===== src/mmts_pkg.sv =====
package mmts_pkg;

    // Sizes of the token scanner
    localparam int KW_MAX_CHARS  = 7;
    localparam int KW_BITS       = 8 * KW_MAX_CHARS;
    localparam int LEN_BITS      = 16;
    localparam int OFF_BITS      = 32;
    localparam int VAL_BITS      = 31;
    localparam int KIND_BITS     = 6;
    localparam int FIFO_DEPTH    = 4;
    localparam int FIFO_PTR_BITS = $clog2(FIFO_DEPTH);
    localparam int FIFO_CNT_BITS = $clog2(FIFO_DEPTH + 1);

    localparam logic [VAL_BITS-1:0] NUM_MAX = {VAL_BITS{1'b1}};

    // DFA states
    typedef enum logic [3:0] {
        S_START   = 4'd0,
        S_ZERO    = 4'd1,
        S_NUMS    = 4'd2,
        S_SINGLE  = 4'd3,
        S_NEG     = 4'd4,
        S_COND1   = 4'd5,
        S_COND2   = 4'd6,
        S_IDKEY   = 4'd7,
        S_DIGIT   = 4'd8,
        S_WS      = 4'd9,
        S_SLASH   = 4'd10,
        S_COMMENT = 4'd11,
        S_FAIL    = 4'd15
    } t_dfa;

    // Token kinds
    localparam logic [KIND_BITS-1:0] K_ID      = 6'd0;
    localparam logic [KIND_BITS-1:0] K_NUM     = 6'd1;
    localparam logic [KIND_BITS-1:0] K_LPAREN  = 6'd2;
    localparam logic [KIND_BITS-1:0] K_RPAREN  = 6'd3;
    localparam logic [KIND_BITS-1:0] K_LBRACE  = 6'd4;
    localparam logic [KIND_BITS-1:0] K_RBRACE  = 6'd5;
    localparam logic [KIND_BITS-1:0] K_RETURN  = 6'd6;
    localparam logic [KIND_BITS-1:0] K_IF      = 6'd7;
    localparam logic [KIND_BITS-1:0] K_ELSE    = 6'd8;
    localparam logic [KIND_BITS-1:0] K_WHILE   = 6'd9;
    localparam logic [KIND_BITS-1:0] K_PRINTLN = 6'd10;
    localparam logic [KIND_BITS-1:0] K_WAIN    = 6'd11;
    localparam logic [KIND_BITS-1:0] K_BECOMES = 6'd12;
    localparam logic [KIND_BITS-1:0] K_INT     = 6'd13;
    localparam logic [KIND_BITS-1:0] K_EQ      = 6'd14;
    localparam logic [KIND_BITS-1:0] K_NE      = 6'd15;
    localparam logic [KIND_BITS-1:0] K_LT      = 6'd16;
    localparam logic [KIND_BITS-1:0] K_GT      = 6'd17;
    localparam logic [KIND_BITS-1:0] K_LE      = 6'd18;
    localparam logic [KIND_BITS-1:0] K_GE      = 6'd19;
    localparam logic [KIND_BITS-1:0] K_PLUS    = 6'd20;
    localparam logic [KIND_BITS-1:0] K_MINUS   = 6'd21;
    localparam logic [KIND_BITS-1:0] K_STAR    = 6'd22;
    localparam logic [KIND_BITS-1:0] K_SLASH   = 6'd23;
    localparam logic [KIND_BITS-1:0] K_PCT     = 6'd24;
    localparam logic [KIND_BITS-1:0] K_COMMA   = 6'd25;
    localparam logic [KIND_BITS-1:0] K_SEMI    = 6'd26;
    localparam logic [KIND_BITS-1:0] K_NEW     = 6'd27;
    localparam logic [KIND_BITS-1:0] K_DELETE  = 6'd28;
    localparam logic [KIND_BITS-1:0] K_LBRACK  = 6'd29;
    localparam logic [KIND_BITS-1:0] K_RBRACK  = 6'd30;
    localparam logic [KIND_BITS-1:0] K_AMP     = 6'd31;
    localparam logic [KIND_BITS-1:0] K_NULL    = 6'd32;
    localparam logic [KIND_BITS-1:0] K_END     = 6'd33;

    // Error codes
    localparam logic [1:0] ERR_NONE  = 2'd0;
    localparam logic [1:0] ERR_CHAR  = 2'd1;
    localparam logic [1:0] ERR_RANGE = 2'd2;

    // One result transaction
    typedef struct packed {
        logic [KIND_BITS-1:0] kind;
        logic [VAL_BITS-1:0]  value;
        logic [LEN_BITS-1:0]  length;
        logic [OFF_BITS-1:0]  start;
        logic [1:0]           err;
        logic                 last;
    } t_result;

    // Up to two results written into the output queue in one cycle
    typedef struct packed {
        logic [1:0] cnt;
        t_result    r0;
        t_result    r1;
    } t_push;

endpackage


===== src/mmts_finish.sv =====
module mmts_finish (
    input  mmts_pkg::t_dfa                    i_state,
    input  logic [mmts_pkg::KW_BITS-1:0]      i_buf,
    input  logic [mmts_pkg::LEN_BITS-1:0]     i_cnt,
    input  logic [mmts_pkg::VAL_BITS-1:0]     i_acc,
    input  logic                              i_ovf,
    input  logic [mmts_pkg::OFF_BITS-1:0]     i_start,
    output logic                              o_valid,
    output mmts_pkg::t_result                 o_res
);

    localparam int NUM_KW = 10;

    // Keyword text, first byte in the low bits
    localparam logic [63:0] KW_TEXT [NUM_KW] = '{
        64'h0000_0000_6E69_6177,   // wain
        64'h0000_0000_0074_6E69,   // int
        64'h0000_0000_0000_6669,   // if
        64'h0000_0000_6573_6C65,   // else
        64'h0000_0065_6C69_6877,   // while
        64'h006E_6C74_6E69_7270,   // println
        64'h0000_6E72_7574_6572,   // return
        64'h0000_0000_4C4C_554E,   // NULL
        64'h0000_0000_0077_656E,   // new
        64'h0000_6574_656C_6564    // delete
    };
    localparam int KW_LEN [NUM_KW] = '{4, 3, 2, 4, 5, 7, 6, 4, 3, 6};
    localparam logic [mmts_pkg::KIND_BITS-1:0] KW_KIND [NUM_KW] = '{
        mmts_pkg::K_WAIN, mmts_pkg::K_INT, mmts_pkg::K_IF, mmts_pkg::K_ELSE,
        mmts_pkg::K_WHILE, mmts_pkg::K_PRINTLN, mmts_pkg::K_RETURN,
        mmts_pkg::K_NULL, mmts_pkg::K_NEW, mmts_pkg::K_DELETE
    };

    logic [7:0]                       c0;
    logic [mmts_pkg::KIND_BITS-1:0]   kw_kind;
    logic [mmts_pkg::KIND_BITS-1:0]   single_kind;

    assign c0 = i_buf[7:0];

    // Keyword lookup; lowest table entry wins
    always_comb begin
        kw_kind = mmts_pkg::K_ID;
        for (int i = NUM_KW - 1; i >= 0; i--) begin
            if (KW_LEN[i] <= mmts_pkg::KW_MAX_CHARS &&
                i_cnt == mmts_pkg::LEN_BITS'(KW_LEN[i]) &&
                i_buf == KW_TEXT[i][mmts_pkg::KW_BITS-1:0]) begin
                kw_kind = KW_KIND[i];
            end
        end
    end

    // Single-byte operator kinds
    always_comb begin
        case (c0)
            "(":     single_kind = mmts_pkg::K_LPAREN;
            ")":     single_kind = mmts_pkg::K_RPAREN;
            "{":     single_kind = mmts_pkg::K_LBRACE;
            "}":     single_kind = mmts_pkg::K_RBRACE;
            "+":     single_kind = mmts_pkg::K_PLUS;
            "-":     single_kind = mmts_pkg::K_MINUS;
            "*":     single_kind = mmts_pkg::K_STAR;
            "%":     single_kind = mmts_pkg::K_PCT;
            ";":     single_kind = mmts_pkg::K_SEMI;
            ",":     single_kind = mmts_pkg::K_COMMA;
            "[":     single_kind = mmts_pkg::K_LBRACK;
            "]":     single_kind = mmts_pkg::K_RBRACK;
            default: single_kind = mmts_pkg::K_AMP;
        endcase
    end

    // Turn the pending lexeme into a token, an error or nothing
    always_comb begin
        o_valid      = 1'b1;
        o_res.kind   = mmts_pkg::K_ID;
        o_res.value  = '0;
        o_res.length = i_cnt;
        o_res.start  = i_start;
        o_res.err    = mmts_pkg::ERR_NONE;
        o_res.last   = 1'b0;
        unique case (i_state)
            mmts_pkg::S_ZERO:   o_res.kind = mmts_pkg::K_NUM;
            mmts_pkg::S_NUMS: begin
                if (i_ovf) begin
                    o_res.err = mmts_pkg::ERR_RANGE;
                end else begin
                    o_res.kind  = mmts_pkg::K_NUM;
                    o_res.value = i_acc;
                end
            end
            mmts_pkg::S_IDKEY:  o_res.kind = kw_kind;
            mmts_pkg::S_DIGIT:  o_res.kind = mmts_pkg::K_ID;
            mmts_pkg::S_SINGLE: o_res.kind = single_kind;
            mmts_pkg::S_COND1: begin
                if (c0 == "=")      o_res.kind = mmts_pkg::K_BECOMES;
                else if (c0 == "<") o_res.kind = mmts_pkg::K_LT;
                else                o_res.kind = mmts_pkg::K_GT;
            end
            mmts_pkg::S_COND2: begin
                if (c0 == "=")      o_res.kind = mmts_pkg::K_EQ;
                else if (c0 == "<") o_res.kind = mmts_pkg::K_LE;
                else if (c0 == ">") o_res.kind = mmts_pkg::K_GE;
                else                o_res.kind = mmts_pkg::K_NE;
            end
            mmts_pkg::S_SLASH:  o_res.kind = mmts_pkg::K_SLASH;
            mmts_pkg::S_NEG:    o_res.err  = mmts_pkg::ERR_CHAR;
            default:            o_valid    = 1'b0;
        endcase
    end

endmodule


===== src/mmts_step.sv =====
module mmts_step (
    input  logic                 i_clk,
    input  logic                 i_rst_n,
    input  logic                 i_go,
    input  logic [7:0]           i_char,
    input  logic                 i_last,
    output mmts_pkg::t_push      o_push
);

    // Scanner state
    mmts_pkg::t_dfa                    r_dfa, n_dfa;
    logic [mmts_pkg::KW_BITS-1:0]      r_buf, n_buf;
    logic [mmts_pkg::LEN_BITS-1:0]     r_cnt, n_cnt;
    logic [mmts_pkg::VAL_BITS-1:0]     r_acc, n_acc;
    logic                              r_ovf, n_ovf;
    logic [mmts_pkg::OFF_BITS-1:0]     r_pos, n_pos;
    logic [mmts_pkg::OFF_BITS-1:0]     r_tstart, n_tstart;
    logic                              r_skip, n_skip;

    // Byte absorbed into the lexeme
    mmts_pkg::t_dfa                    dir_next, retry_next, a_dfa;
    logic                              restart, do_begin;
    logic [mmts_pkg::KW_BITS-1:0]      b_buf, a_buf;
    logic [mmts_pkg::LEN_BITS-1:0]     b_cnt, a_cnt;
    logic [mmts_pkg::VAL_BITS-1:0]     b_acc, a_acc;
    logic                              b_ovf, a_ovf;
    logic [mmts_pkg::OFF_BITS-1:0]     a_tstart, pos1;
    logic [34:0]                       acc_x10;

    logic                              fa_valid, fb_valid;
    mmts_pkg::t_result                 fa_res, fb_res;
    mmts_pkg::t_result                 end_res;

    function automatic logic is_digit(logic [7:0] c);
        return c >= "0" && c <= "9";
    endfunction

    function automatic logic is_letter(logic [7:0] c);
        return (c >= "a" && c <= "z") || (c >= "A" && c <= "Z");
    endfunction

    function automatic logic is_ws(logic [7:0] c);
        return c == " " || (c >= 8'd9 && c <= 8'd13);
    endfunction

    function automatic logic is_single(logic [7:0] c);
        logic r;
        case (c) inside
            "(", ")", "{", "}", "+", "-", "*", "%", ";", ",", "[", "]", "&": r = 1'b1;
            default: r = 1'b0;
        endcase
        return r;
    endfunction

    // DFA transition
    function automatic mmts_pkg::t_dfa nxt(mmts_pkg::t_dfa s, logic [7:0] c);
        mmts_pkg::t_dfa r;
        r = mmts_pkg::S_FAIL;
        if (!c[7]) begin
            unique case (s) inside
                mmts_pkg::S_START: begin
                    if (c == "0")                           r = mmts_pkg::S_ZERO;
                    else if (is_digit(c))                   r = mmts_pkg::S_NUMS;
                    else if (is_letter(c))                  r = mmts_pkg::S_IDKEY;
                    else if (c == "!")                      r = mmts_pkg::S_NEG;
                    else if (c == "=" || c == "<" || c == ">") r = mmts_pkg::S_COND1;
                    else if (is_single(c))                  r = mmts_pkg::S_SINGLE;
                    else if (is_ws(c))                      r = mmts_pkg::S_WS;
                    else if (c == "/")                      r = mmts_pkg::S_SLASH;
                end
                mmts_pkg::S_NUMS: begin
                    if (is_digit(c)) r = mmts_pkg::S_NUMS;
                end
                mmts_pkg::S_IDKEY, mmts_pkg::S_DIGIT: begin
                    if (is_letter(c))     r = mmts_pkg::S_IDKEY;
                    else if (is_digit(c)) r = mmts_pkg::S_DIGIT;
                end
                mmts_pkg::S_NEG, mmts_pkg::S_COND1: begin
                    if (c == "=") r = mmts_pkg::S_COND2;
                end
                mmts_pkg::S_WS: begin
                    if (is_ws(c)) r = mmts_pkg::S_WS;
                end
                mmts_pkg::S_SLASH: begin
                    if (c == "/") r = mmts_pkg::S_COMMENT;
                end
                mmts_pkg::S_COMMENT: begin
                    if (c != 8'h0A) r = mmts_pkg::S_COMMENT;
                end
                default: r = mmts_pkg::S_FAIL;
            endcase
        end
        return r;
    endfunction

    function automatic mmts_pkg::t_result mk_err(logic [mmts_pkg::LEN_BITS-1:0] len,
                                                 logic [mmts_pkg::OFF_BITS-1:0] start);
        mmts_pkg::t_result r;
        r.kind   = mmts_pkg::K_ID;
        r.value  = '0;
        r.length = len;
        r.start  = start;
        r.err    = mmts_pkg::ERR_CHAR;
        r.last   = 1'b0;
        return r;
    endfunction

    assign pos1       = r_pos + 1'b1;
    assign dir_next   = nxt(r_dfa, i_char);
    assign retry_next = nxt(mmts_pkg::S_START, i_char);

    // Absorb the byte, starting a new lexeme where needed
    always_comb begin
        restart  = (dir_next == mmts_pkg::S_FAIL);
        a_dfa    = restart ? retry_next : dir_next;
        do_begin = restart || (r_dfa == mmts_pkg::S_START);
        b_buf    = do_begin ? '0 : r_buf;
        b_cnt    = do_begin ? '0 : r_cnt;
        b_acc    = do_begin ? '0 : r_acc;
        b_ovf    = do_begin ? 1'b0 : r_ovf;
        a_tstart = do_begin ? r_pos : r_tstart;

        a_buf = b_buf;
        for (int i = 0; i < mmts_pkg::KW_MAX_CHARS; i++) begin
            if (b_cnt == mmts_pkg::LEN_BITS'(i)) begin
                a_buf[8*i +: 8] = i_char;
            end
        end
        a_cnt = (b_cnt != '1) ? b_cnt + 1'b1 : b_cnt;

        acc_x10 = 35'({b_acc, 3'b000}) + 35'({b_acc, 1'b0}) + 35'(i_char[3:0]);
        a_acc   = b_acc;
        a_ovf   = b_ovf;
        if (a_dfa == mmts_pkg::S_NUMS) begin
            if (acc_x10 > 35'(mmts_pkg::NUM_MAX)) begin
                a_ovf = 1'b1;
                a_acc = mmts_pkg::NUM_MAX;
            end else begin
                a_acc = acc_x10[mmts_pkg::VAL_BITS-1:0];
            end
        end
    end

    // Token of the lexeme that the byte ends
    mmts_finish u_fin_cur (
        .i_state (r_dfa),
        .i_buf   (r_buf),
        .i_cnt   (r_cnt),
        .i_acc   (r_acc),
        .i_ovf   (r_ovf),
        .i_start (r_tstart),
        .o_valid (fa_valid),
        .o_res   (fa_res)
    );

    // Token of the lexeme closed by the last byte
    mmts_finish u_fin_end (
        .i_state (a_dfa),
        .i_buf   (a_buf),
        .i_cnt   (a_cnt),
        .i_acc   (a_acc),
        .i_ovf   (a_ovf),
        .i_start (a_tstart),
        .o_valid (fb_valid),
        .o_res   (fb_res)
    );

    always_comb begin
        end_res.kind   = mmts_pkg::K_END;
        end_res.value  = '0;
        end_res.length = '0;
        end_res.start  = pos1;
        end_res.err    = mmts_pkg::ERR_NONE;
        end_res.last   = 1'b1;
    end

    // One byte step: results and next state
    always_comb begin
        logic is_err;
        logic clear;
        is_err   = 1'b0;
        clear    = 1'b0;
        o_push   = '0;
        n_dfa    = r_dfa;
        n_buf    = r_buf;
        n_cnt    = r_cnt;
        n_acc    = r_acc;
        n_ovf    = r_ovf;
        n_pos    = r_pos;
        n_tstart = r_tstart;
        n_skip   = r_skip;

        if (i_go) begin
            n_pos = pos1;
            if (r_skip) begin
                if (i_last) begin
                    o_push.cnt = 2'd1;
                    o_push.r0  = end_res;
                    clear      = 1'b1;
                end
            end else if (restart && r_dfa == mmts_pkg::S_START) begin
                o_push.cnt = 2'd1;
                o_push.r0  = mk_err(mmts_pkg::LEN_BITS'(1), r_pos);
                is_err     = 1'b1;
            end else if (restart && r_dfa == mmts_pkg::S_NEG) begin
                o_push.cnt = 2'd1;
                o_push.r0  = mk_err((r_cnt != '1) ? r_cnt + 1'b1 : r_cnt, r_tstart);
                is_err     = 1'b1;
            end else if (restart && fa_valid && fa_res.err != mmts_pkg::ERR_NONE) begin
                o_push.cnt = 2'd1;
                o_push.r0  = fa_res;
                is_err     = 1'b1;
            end else if (restart && retry_next == mmts_pkg::S_FAIL) begin
                // token then a bad byte
                is_err = 1'b1;
                if (fa_valid) begin
                    o_push.cnt = 2'd2;
                    o_push.r0  = fa_res;
                    o_push.r1  = mk_err(mmts_pkg::LEN_BITS'(1), r_pos);
                end else begin
                    o_push.cnt = 2'd1;
                    o_push.r0  = mk_err(mmts_pkg::LEN_BITS'(1), r_pos);
                end
            end else begin
                n_dfa    = a_dfa;
                n_buf    = a_buf;
                n_cnt    = a_cnt;
                n_acc    = a_acc;
                n_ovf    = a_ovf;
                n_tstart = a_tstart;
                if (restart && fa_valid) begin
                    o_push.cnt = 2'd1;
                    o_push.r0  = fa_res;
                end
                if (i_last) begin
                    clear = 1'b1;
                    if (o_push.cnt == 2'd1) begin
                        o_push.cnt = 2'd2;
                        o_push.r1  = fb_valid ? fb_res : end_res;
                        o_push.r1.last = 1'b1;
                    end else begin
                        o_push.cnt = 2'd1;
                        o_push.r0  = fb_valid ? fb_res : end_res;
                        o_push.r0.last = 1'b1;
                    end
                end
            end

            // error: flag the final result and skip to the last byte
            if (is_err) begin
                n_skip = 1'b1;
                if (i_last) begin
                    clear = 1'b1;
                    if (o_push.cnt == 2'd2) o_push.r1.last = 1'b1;
                    else                    o_push.r0.last = 1'b1;
                end
            end

            if (clear) begin
                n_dfa    = mmts_pkg::S_START;
                n_buf    = '0;
                n_cnt    = '0;
                n_acc    = '0;
                n_ovf    = 1'b0;
                n_pos    = '0;
                n_tstart = '0;
                n_skip   = 1'b0;
            end
        end
    end

    always_ff @(posedge i_clk) begin
        if (!i_rst_n) begin
            r_dfa    <= mmts_pkg::S_START;
            r_buf    <= '0;
            r_cnt    <= '0;
            r_acc    <= '0;
            r_ovf    <= 1'b0;
            r_pos    <= '0;
            r_tstart <= '0;
            r_skip   <= 1'b0;
        end else begin
            r_dfa    <= n_dfa;
            r_buf    <= n_buf;
            r_cnt    <= n_cnt;
            r_acc    <= n_acc;
            r_ovf    <= n_ovf;
            r_pos    <= n_pos;
            r_tstart <= n_tstart;
            r_skip   <= n_skip;
        end
    end

endmodule


===== src/mmts_res_fifo.sv =====
module mmts_res_fifo (
    input  logic                 i_clk,
    input  logic                 i_rst_n,
    input  mmts_pkg::t_push      i_push,
    output logic                 o_room2,
    output logic                 o_valid,
    input  logic                 i_ready,
    output mmts_pkg::t_result    o_res
);

    mmts_pkg::t_result                      r_mem [mmts_pkg::FIFO_DEPTH];
    logic [mmts_pkg::FIFO_PTR_BITS-1:0]     r_wp, n_wp;
    logic [mmts_pkg::FIFO_PTR_BITS-1:0]     r_rp, n_rp;
    logic [mmts_pkg::FIFO_CNT_BITS-1:0]     r_cnt, n_cnt;
    logic [mmts_pkg::FIFO_PTR_BITS-1:0]     wp1;
    logic                                   pop;

    assign o_valid = (r_cnt != '0);
    assign o_res   = r_mem[r_rp];
    assign pop     = o_valid && i_ready;
    assign o_room2 = (r_cnt <= mmts_pkg::FIFO_CNT_BITS'(mmts_pkg::FIFO_DEPTH - 2));
    assign wp1     = r_wp + 1'b1;

    // Pointer and fill bookkeeping
    always_comb begin
        n_wp  = r_wp + mmts_pkg::FIFO_PTR_BITS'(i_push.cnt);
        n_rp  = pop ? r_rp + 1'b1 : r_rp;
        n_cnt = r_cnt + mmts_pkg::FIFO_CNT_BITS'(i_push.cnt)
                - mmts_pkg::FIFO_CNT_BITS'(pop);
    end

    // Result storage
    always_ff @(posedge i_clk) begin
        if (i_push.cnt != 2'd0) begin
            r_mem[r_wp] <= i_push.r0;
        end
        if (i_push.cnt == 2'd2) begin
            r_mem[wp1] <= i_push.r1;
        end
    end

    always_ff @(posedge i_clk) begin
        if (!i_rst_n) begin
            r_wp  <= '0;
            r_rp  <= '0;
            r_cnt <= '0;
        end else begin
            r_wp  <= n_wp;
            r_rp  <= n_rp;
            r_cnt <= n_cnt;
        end
    end

endmodule


===== src/maximal_munch_token_scanner.sv =====
// Maximal-munch token scanner: one source byte per input transaction.
// Input channel: i_valid/o_ready with i_char_byte and i_is_last; is_last marks
// the final byte of a source text, after which offsets restart at zero.
// Output channel: o_valid/i_ready, one token, error or end marker per
// transaction; o_end_flag is set on the final result of each source text.
// A byte may produce zero, one or two results.
// A byte accepted into the input register is scanned as it leaves that
// register, and its results are written into the result queue, whose head
// drives the output. Throughput: one byte per cycle while each byte yields
// at most one result and the receiver is ready; the output side drains one
// result per cycle, so a byte with two results holds the output side longer.
// The input register and a four-entry result queue separate the two sides:
// bytes keep flowing while a result waits. When the receiver stalls, the
// queue fills and o_ready drops once fewer than two free entries remain.
// Reset (synchronous, active low) returns the scanner to its start state at
// offset zero and empties the input register and the result queue.
module maximal_munch_token_scanner (
    input  logic                              i_clk,
    input  logic                              i_rst_n,
    input  logic                              i_valid,
    output logic                              o_ready,
    input  logic [7:0]                        i_char_byte,
    input  logic                              i_is_last,
    output logic                              o_valid,
    input  logic                              i_ready,
    output logic [mmts_pkg::KIND_BITS-1:0]    o_token_kind,
    output logic [mmts_pkg::VAL_BITS-1:0]     o_number_value,
    output logic [mmts_pkg::LEN_BITS-1:0]     o_lexeme_length,
    output logic [mmts_pkg::OFF_BITS-1:0]     o_start_offset,
    output logic [1:0]                        o_error_code,
    output logic                              o_end_flag
);

    logic                 r_in_v;
    logic [7:0]           r_char;
    logic                 r_last;
    logic                 room2;
    logic                 go;
    mmts_pkg::t_push      push;
    mmts_pkg::t_result    res;

    assign go      = r_in_v && room2;
    assign o_ready = !r_in_v || go;

    // Input register
    always_ff @(posedge i_clk) begin
        if (!i_rst_n) begin
            r_in_v <= 1'b0;
        end else if (o_ready) begin
            r_in_v <= i_valid;
        end
    end

    always_ff @(posedge i_clk) begin
        if (o_ready && i_valid) begin
            r_char <= i_char_byte;
            r_last <= i_is_last;
        end
    end

    mmts_step u_step (
        .i_clk   (i_clk),
        .i_rst_n (i_rst_n),
        .i_go    (go),
        .i_char  (r_char),
        .i_last  (r_last),
        .o_push  (push)
    );

    mmts_res_fifo u_fifo (
        .i_clk   (i_clk),
        .i_rst_n (i_rst_n),
        .i_push  (push),
        .o_room2 (room2),
        .o_valid (o_valid),
        .i_ready (i_ready),
        .o_res   (res)
    );

    assign o_token_kind    = res.kind;
    assign o_number_value  = res.value;
    assign o_lexeme_length = res.length;
    assign o_start_offset  = res.start;
    assign o_error_code    = res.err;
    assign o_end_flag      = res.last;

endmodule

===== config.mk =====
export PLATFORM = sky130hd
export DESIGN_NAME = maximal_munch_token_scanner
export DESIGN_NICKNAME = d
export VERILOG_FILES = /design/src/mmts_pkg.sv /design/src/mmts_finish.sv /design/src/mmts_step.sv /design/src/mmts_res_fifo.sv /design/src/maximal_munch_token_scanner.sv
export SDC_FILE = /design/constraint.sdc
export NUM_CORES = 2
export LEC_CHECK = 0
export ABC_AREA = 1
export CORE_MARGIN = 4
export CORE_UTILIZATION = 36
export CTS_CLUSTER_DIAMETER = 40
export DETAILED_ROUTE_END_ITERATION = 8
export DONT_BUFFER_PORTS = 1
export HOLD_SLACK_MARGIN = 0.12
export PLACE_DENSITY = 0.5
export SLEW_MARGIN = 5
export SYNTH_ARGS = -nofsm -noshare
export SYNTH_HDL_FRONTEND = slang
export SYNTH_SLANG_ARGS = --single-unit

===== constraint.sdc =====
create_clock -name i_clk -period 12.35 [get_ports i_clk]
set_input_delay 2.47 -clock i_clk [delete_from_list [all_inputs] [get_ports i_clk]]
set_output_delay 2.47 -clock i_clk [all_outputs]
set_load 0.05 [all_outputs]

# ---- Yosys cells after proc, flatten, opt, wreduce, memory -nomap -nowiden
# Memories as Yosys holds them, arrays and structs flattened. A register that Yosys moved wholly into a read port is not among the register bits.
# Index checks and enable logic that the tools add are counted.
dict set report word_totals {
  regBits 190
  mem_bits_rw 352
  inputBits 13
  out_inout_bits 90
  n_memories 1
}
dict set report classes {
  n_addsub 10
  n_lt_le_gt_ge 10
  n_eq_ne 121
  muxes 190
  reduce_logical 52
}
# name words width read_ports rd_clocked_by_memory_dff write_ports line
set memory_table {}
lappend memory_table {u_fifo.r_mem 4 88 1 1 2 mmts_res_fifo.sv:11} ;# mmts_pkg::t_result r_mem [mmts_pkg::FIFO_DEPTH];
# op n
set op_table {}
lappend op_table {{two-way mux 90 bit} 12}
lappend op_table {{two-way mux 88 bit} 7}
lappend op_table {{two-way mux 178 bit} 3}
lappend op_table {{two-way mux 56 bit} 7}
lappend op_table {{two-way mux 31 bit} 11}
lappend op_table {{equality test 56 x 31 -> 1 bit (second input constant)} 6}
lappend op_table {{two-way mux 32 bit} 10}
lappend op_table {{equality test 8 x 6 -> 1 bit (second input constant)} 38}
lappend op_table {{equality test 56 x 23 -> 1 bit (second input constant)} 4}
lappend op_table {{equality test 56 x 47 -> 1 bit (second input constant)} 4}
lappend op_table {{two-way mux 89 bit} 2}
lappend op_table {{equality test 16 x 3 -> 1 bit (second input constant)} 11}
lappend op_table {{two-way mux 16 bit} 9}
lappend op_table {{case mux 5 bit (12 select lines)} 2}
lappend op_table {{equality test 56 x 15 -> 1 bit (second input constant)} 2}
lappend op_table {{equality test 56 x 39 -> 1 bit (second input constant)} 2}
lappend op_table {{equality test 56 x 55 -> 1 bit (second input constant)} 2}
lappend op_table {{two-way mux 4 bit} 25}
lappend op_table {{equality test 16 x 2 -> 1 bit (second input constant)} 6}
lappend op_table {{equality test 8 x 7 -> 1 bit (second input constant)} 12}
lappend op_table {{two-way mux 6 bit} 16}
lappend op_table {{case mux 6 bit (7 select lines)} 2}
lappend op_table {{two-way mux 37 bit} 2}
lappend op_table {{two-way mux 5 bit} 12}
lappend op_table {{45 further kinds} 176}

# ---- Longest topological paths before layout
dict set report logic_depth {
  depth_word 53
  mapped_depth 48
}

# ---- Hierarchy
# From an unflattened synthesis, not the netlist that was laid out.
dict set report unflattened {
  cells_unflattened 6386
  area_unflattened_um2 41701.2
}
# mod instances cells_each area_per_inst_um2
set modules_own_cells {}
lappend modules_own_cells {mmts_step 1 3454 18975.7}
lappend modules_own_cells {mmts_res_fifo 1 1791 17230.3}
lappend modules_own_cells {{mmts_finish at u_step.u_fin_cur} 1 596 2771.4}
lappend modules_own_cells {{mmts_finish at u_step.u_fin_end} 1 527 2394.8}
lappend modules_own_cells {maximal_munch_token_scanner 1 18 329.1}

# ---- Least setup slack after synthesis
# No wires, ideal clock.
dict set report synth_path {
  kind {reg-to-reg}
  from {reg r_char[7]}
  to {mem u_fifo.r_mem[0][0] (netlist bit), enable pin}
  t_arrival_ps 9284
  required_time_ps 11694
  path_slack_ps 2410
  stages_incl_launch_ff 23
  n_path_buf 3
  synth_period_minus_slack_ps 9940
  path_cell_list {edfxtp_1 buf_6 inv_2 nand2_2 nor2_4 nand3_2 nand2_1 nand2_1 nor3_2 nand2_2 nand2_8 nor2_1 inv_1 clkbuf_1 clkbuf_1 ha_1 o2111ai_1 o21ai_1 nor2_1 inv_1 nand2_1 inv_1 o21ai_0}
}
# element line
set synth_lines {}
lappend synth_lines {{from (decl)} maximal_munch_token_scanner.sv:35} ;# logic [7:0] r_char;
lappend synth_lines {{from (signal assigned)} maximal_munch_token_scanner.sv:56} ;# r_char <= i_char_byte;
lappend synth_lines {{to (decl)} mmts_res_fifo.sv:11}

==> metrics.yaml <==
critical_path:
  path_common_cell: "sky130_fd_sc_hd__nand2_1"
  worstPathArrival_ns: 8.55
  critical_path.slowest_cell: "sky130_fd_sc_hd__edfxtp_1"
  critical-path-top-delay-family: "simple AND/OR/NAND/NOR gates"
  cp_bufs_invs: 3
  critPathMaxFanout: 118
  criticalPathCategory: "reg2reg"
  setup.worst_path.end_class: "flop"
  cpPeakStageDelay_ns: 0.72
  critPathRequiredTime_ns: 12.86
  worstSetupStartpointType: "flop"
sta:
  timing.setup.tns_ns: 0
  timing.max_slew.rel_slack: 0.1750
  postLayoutSetupSlackWorst_ns: 4.308
  clock_skew_ns: 0.03228
  tightest_slew_ns: 1.206
  whs_ns: 0.4606
  fin_crit_ns: 8.042
  min_period_over_period: 0.6511
  final-setup-viol-count: 0
  slew_violations: 0
  achievable-frequency_mhz: 124.4
  report.final.hold_viol_count: 0
  unrepaired_setup_endpoints_after_global_routing: "no"
clock_tree:
  cts_hold_buf: 0
  clk_path_buf_depth: 3
  clk_transition_reported_paths_ns: 0.05
  cts_buffers: 104
  postCtsResizedCells: 0
  cts_tree: "built"
  postCtsSetupBuffers: 0
  clock-sinks: 544
  cts.htree.levels: 3
  cts_root_cell: "sky130_fd_sc_hd__clkbuf_16"
  clock_insertion_delay_at_the_later_pin_of_the_skew_report_ns: 0.68
floorplan:
  die_area_um2: 107000
  num_io_pins: 103
  die_h_um: 327.2
  dieWidth_um: 327.2
  num_rows: 116
  core_area_um2: 100600
  start_util: 0.3646
grt:
  grt_start_max_net_pins: 176
  initial_antenna_violation_count: 2
  gr-total-overflow: 0
  grt_pass1_vias: 34134
  grt_first_pass_wirelength_um: 216200
  total_global_route_track_usage: 0.2611
logic_synthesis:
  synth_largest_type_area_fraction: 0.2956
  syn_nets: 5297
  netlist_top_cells_area: "sky130_fd_sc_hd__edfxtp_1, sky130_fd_sc_hd__nand2_1, sky130_fd_sc_hd__dfxtp_1"
  yosys_warnings: 0
  area_of_the_mapped_netlist_um2: 36670
  yosys.area.top_type: "sky130_fd_sc_hd__edfxtp_1"
  synthesis.instances: 5206
  synth-edff-count: 361
  synth_cell_types: 68
  ys_dominant_reg_cell: "sky130_fd_sc_hd__edfxtp_1"
  postSynthRegisterBits: 544
  synth_seq_area_share: 0.3955
  synth.avg_cell_area_um2: 7.045
  synthArstFlopShare: 0
placement:
  post-dp-hpwl_um: 93130
  dp_slack_ns: 4.406
  placement.io_buffers: 0
  gp_routability_congestion: 0.9602
final_layout:
  final_nets: 5180
  fill_cells: 10469
  areaGrowthSynthToFinish_pct: 13.22
  layout_cell_share_with_drive_strength_beyond_1: 0.08068
  finish.utilization: 0.4128
drt:
  first_pass_iters: 6
  dr_total_vias: 36913
  total_wirelength_um: 144600
  drt.antenna.violating_nets: 0
  route.detailed.drc: 0
  drt_iter0_drcs: 3612
  routedWlPerCell_um: 22.11
  detail_route.vias_per_cell: 5.645
run_status:
  result_of_the_run: "finished clean"
min_path:
  hp-class: "reg2reg"
flow_run:
  max_cap_violations: 0
pwr:
  cellPowerDensity_nw_per_um2: 185.2
  leakage_uw: 0.01462
  peakVddDrop_mv: 0.1329
[path summary, 6_finish.rpt]
kind	from	endpoint	slack, ns	cells past startpoint
hold / removal	u_step.r_acc[25]$_SDFFE_PN0P_	u_step.r_acc[25]$_SDFFE_PN0P_	0.46	2
hold reg to reg	u_step.r_acc[25]$_SDFFE_PN0P_	u_step.r_acc[25]$_SDFFE_PN0P_	0.46	2
setup / recovery	r_char[3]$_DFFE_PP_	u_fifo.r_mem[3][65]$_DFFE_PP_	4.31	36
setup reg to reg	r_char[3]$_DFFE_PP_	u_fifo.r_mem[3][65]$_DFFE_PP_	4.31	36
[per-layer routing]
metal / wire (um) / GRT usage / up-vias
met5: 0 / 0 / -
met4: 3943 / 0.07597 / 0
met3: 11540 / 0.04641 / 263
met2: 64590 / 0.4149 / 1515
met1: 64480 / 0.3639 / 17527
li1: - / - / 17608
[per-stage QoR]
step,instances,power [uW],instance area (um^2)
2_1_floorplan,5206,3968,36670
3_3_place_gp,6340,4800,37930
3_5_place_dp,6340,4810,37930
4_1_cts,6538,7732,41520
5_1_grt,6538,8010,41520
6_report,6539,7689,41520
[layout make-up]
cell class              instances  area (um^2)  area share
inverters                     424         1604     0.03863
clock inverters                71        783.3     0.01886
flip-flops and latches        544        14510      0.3495
repair buffers                103        789.5     0.01901
clock buffers                 127         2804     0.06753
well taps                    1357         1698     0.04089
diodes                          1        2.502  0.00006027
multi-input cells            3912        19330      0.4655
[cells in the mapped netlist (all sizes together) (6+ instances only)]
master and number:
xnor2 13, o221ai 32, o211ai 34, clkinv 6, a21oi 289, nand4 101, or2 16, nor2 722
a31oi 8, o21ai 718, nor3 69, dfxtp 183, o2111ai 24, nand2 1277, inv 418, o32ai 20
o311ai 27, ha 76, buf 101, xor2 47, clkbuf 225, nand3 235, edfxtp 361, nor4 35
o22ai 117
[power by group]
part	leakage (uW)	switching (uW)	internal (uW)	total, uW
Combinational	0.00816	2020	516	2540
Clock	0.00172	1030	1870	2900
Sequential	0.00474	66.3	2180	2250
Total	0.0146	3120	4570	7690
[tightest hold or removal path, stage by stage (launching register included)]
cell and delay (ns):
sky130_fd_sc_hd__dfxtp_1 0.30, sky130_fd_sc_hd__nand2_1 0.06, sky130_fd_sc_hd__a21oi_1 0.05
[cell usage in the layout, fill, tap and decap left out, types with 76 or more instances in the layout]
cell type                   Yosys  routed
sky130_fd_sc_hd__nor2_1       694     687
sky130_fd_sc_hd__inv_1        391     385
sky130_fd_sc_hd__ha_1          76      76
sky130_fd_sc_hd__o22ai_1      117     106
sky130_fd_sc_hd__a21oi_1      285     284
sky130_fd_sc_hd__nand2_1     1263    1261
sky130_fd_sc_hd__o21ai_0      665     661
sky130_fd_sc_hd__nand3_1      226     226
sky130_fd_sc_hd__clkbuf_16      0     108
sky130_fd_sc_hd__buf_4         27     101
sky130_fd_sc_hd__dfxtp_1      183     181
sky130_fd_sc_hd__nand4_1      100     100
sky130_fd_sc_hd__edfxtp_1     361     361
[cell families (layout without fill, tap and decap cells)]
logic type	after synthesis	after routing	share of synthesized area
fa+ha+maj	78	78	0.02702
compound gates	1306	1306	0.2003
buf+inv	750	725	0.08307
flops	544	544	0.3955
other cells	0	1	0
simple gates	2468	2468	0.2798
xor+xnor	60	60	0.01433
[registers in the layout (all words and copies together), names as in the netlist, 2 cells and up, named ones only]
| name | cells |
|---|---|
| u_fifo.r_mem | 352 |
| u_step.r_buf | 56 |
| u_step.r_pos | 32 |
| u_step.r_tstart | 32 |
| u_step.r_acc | 31 |
| u_step.r_cnt | 16 |
| r_char | 8 |
| u_step.r_dfa | 4 |
| u_fifo.r_cnt | 3 |
| u_fifo.r_rp | 2 |
| u_fifo.r_wp | 2 |
No activity file was read; power rests on OpenSTA's default activity.
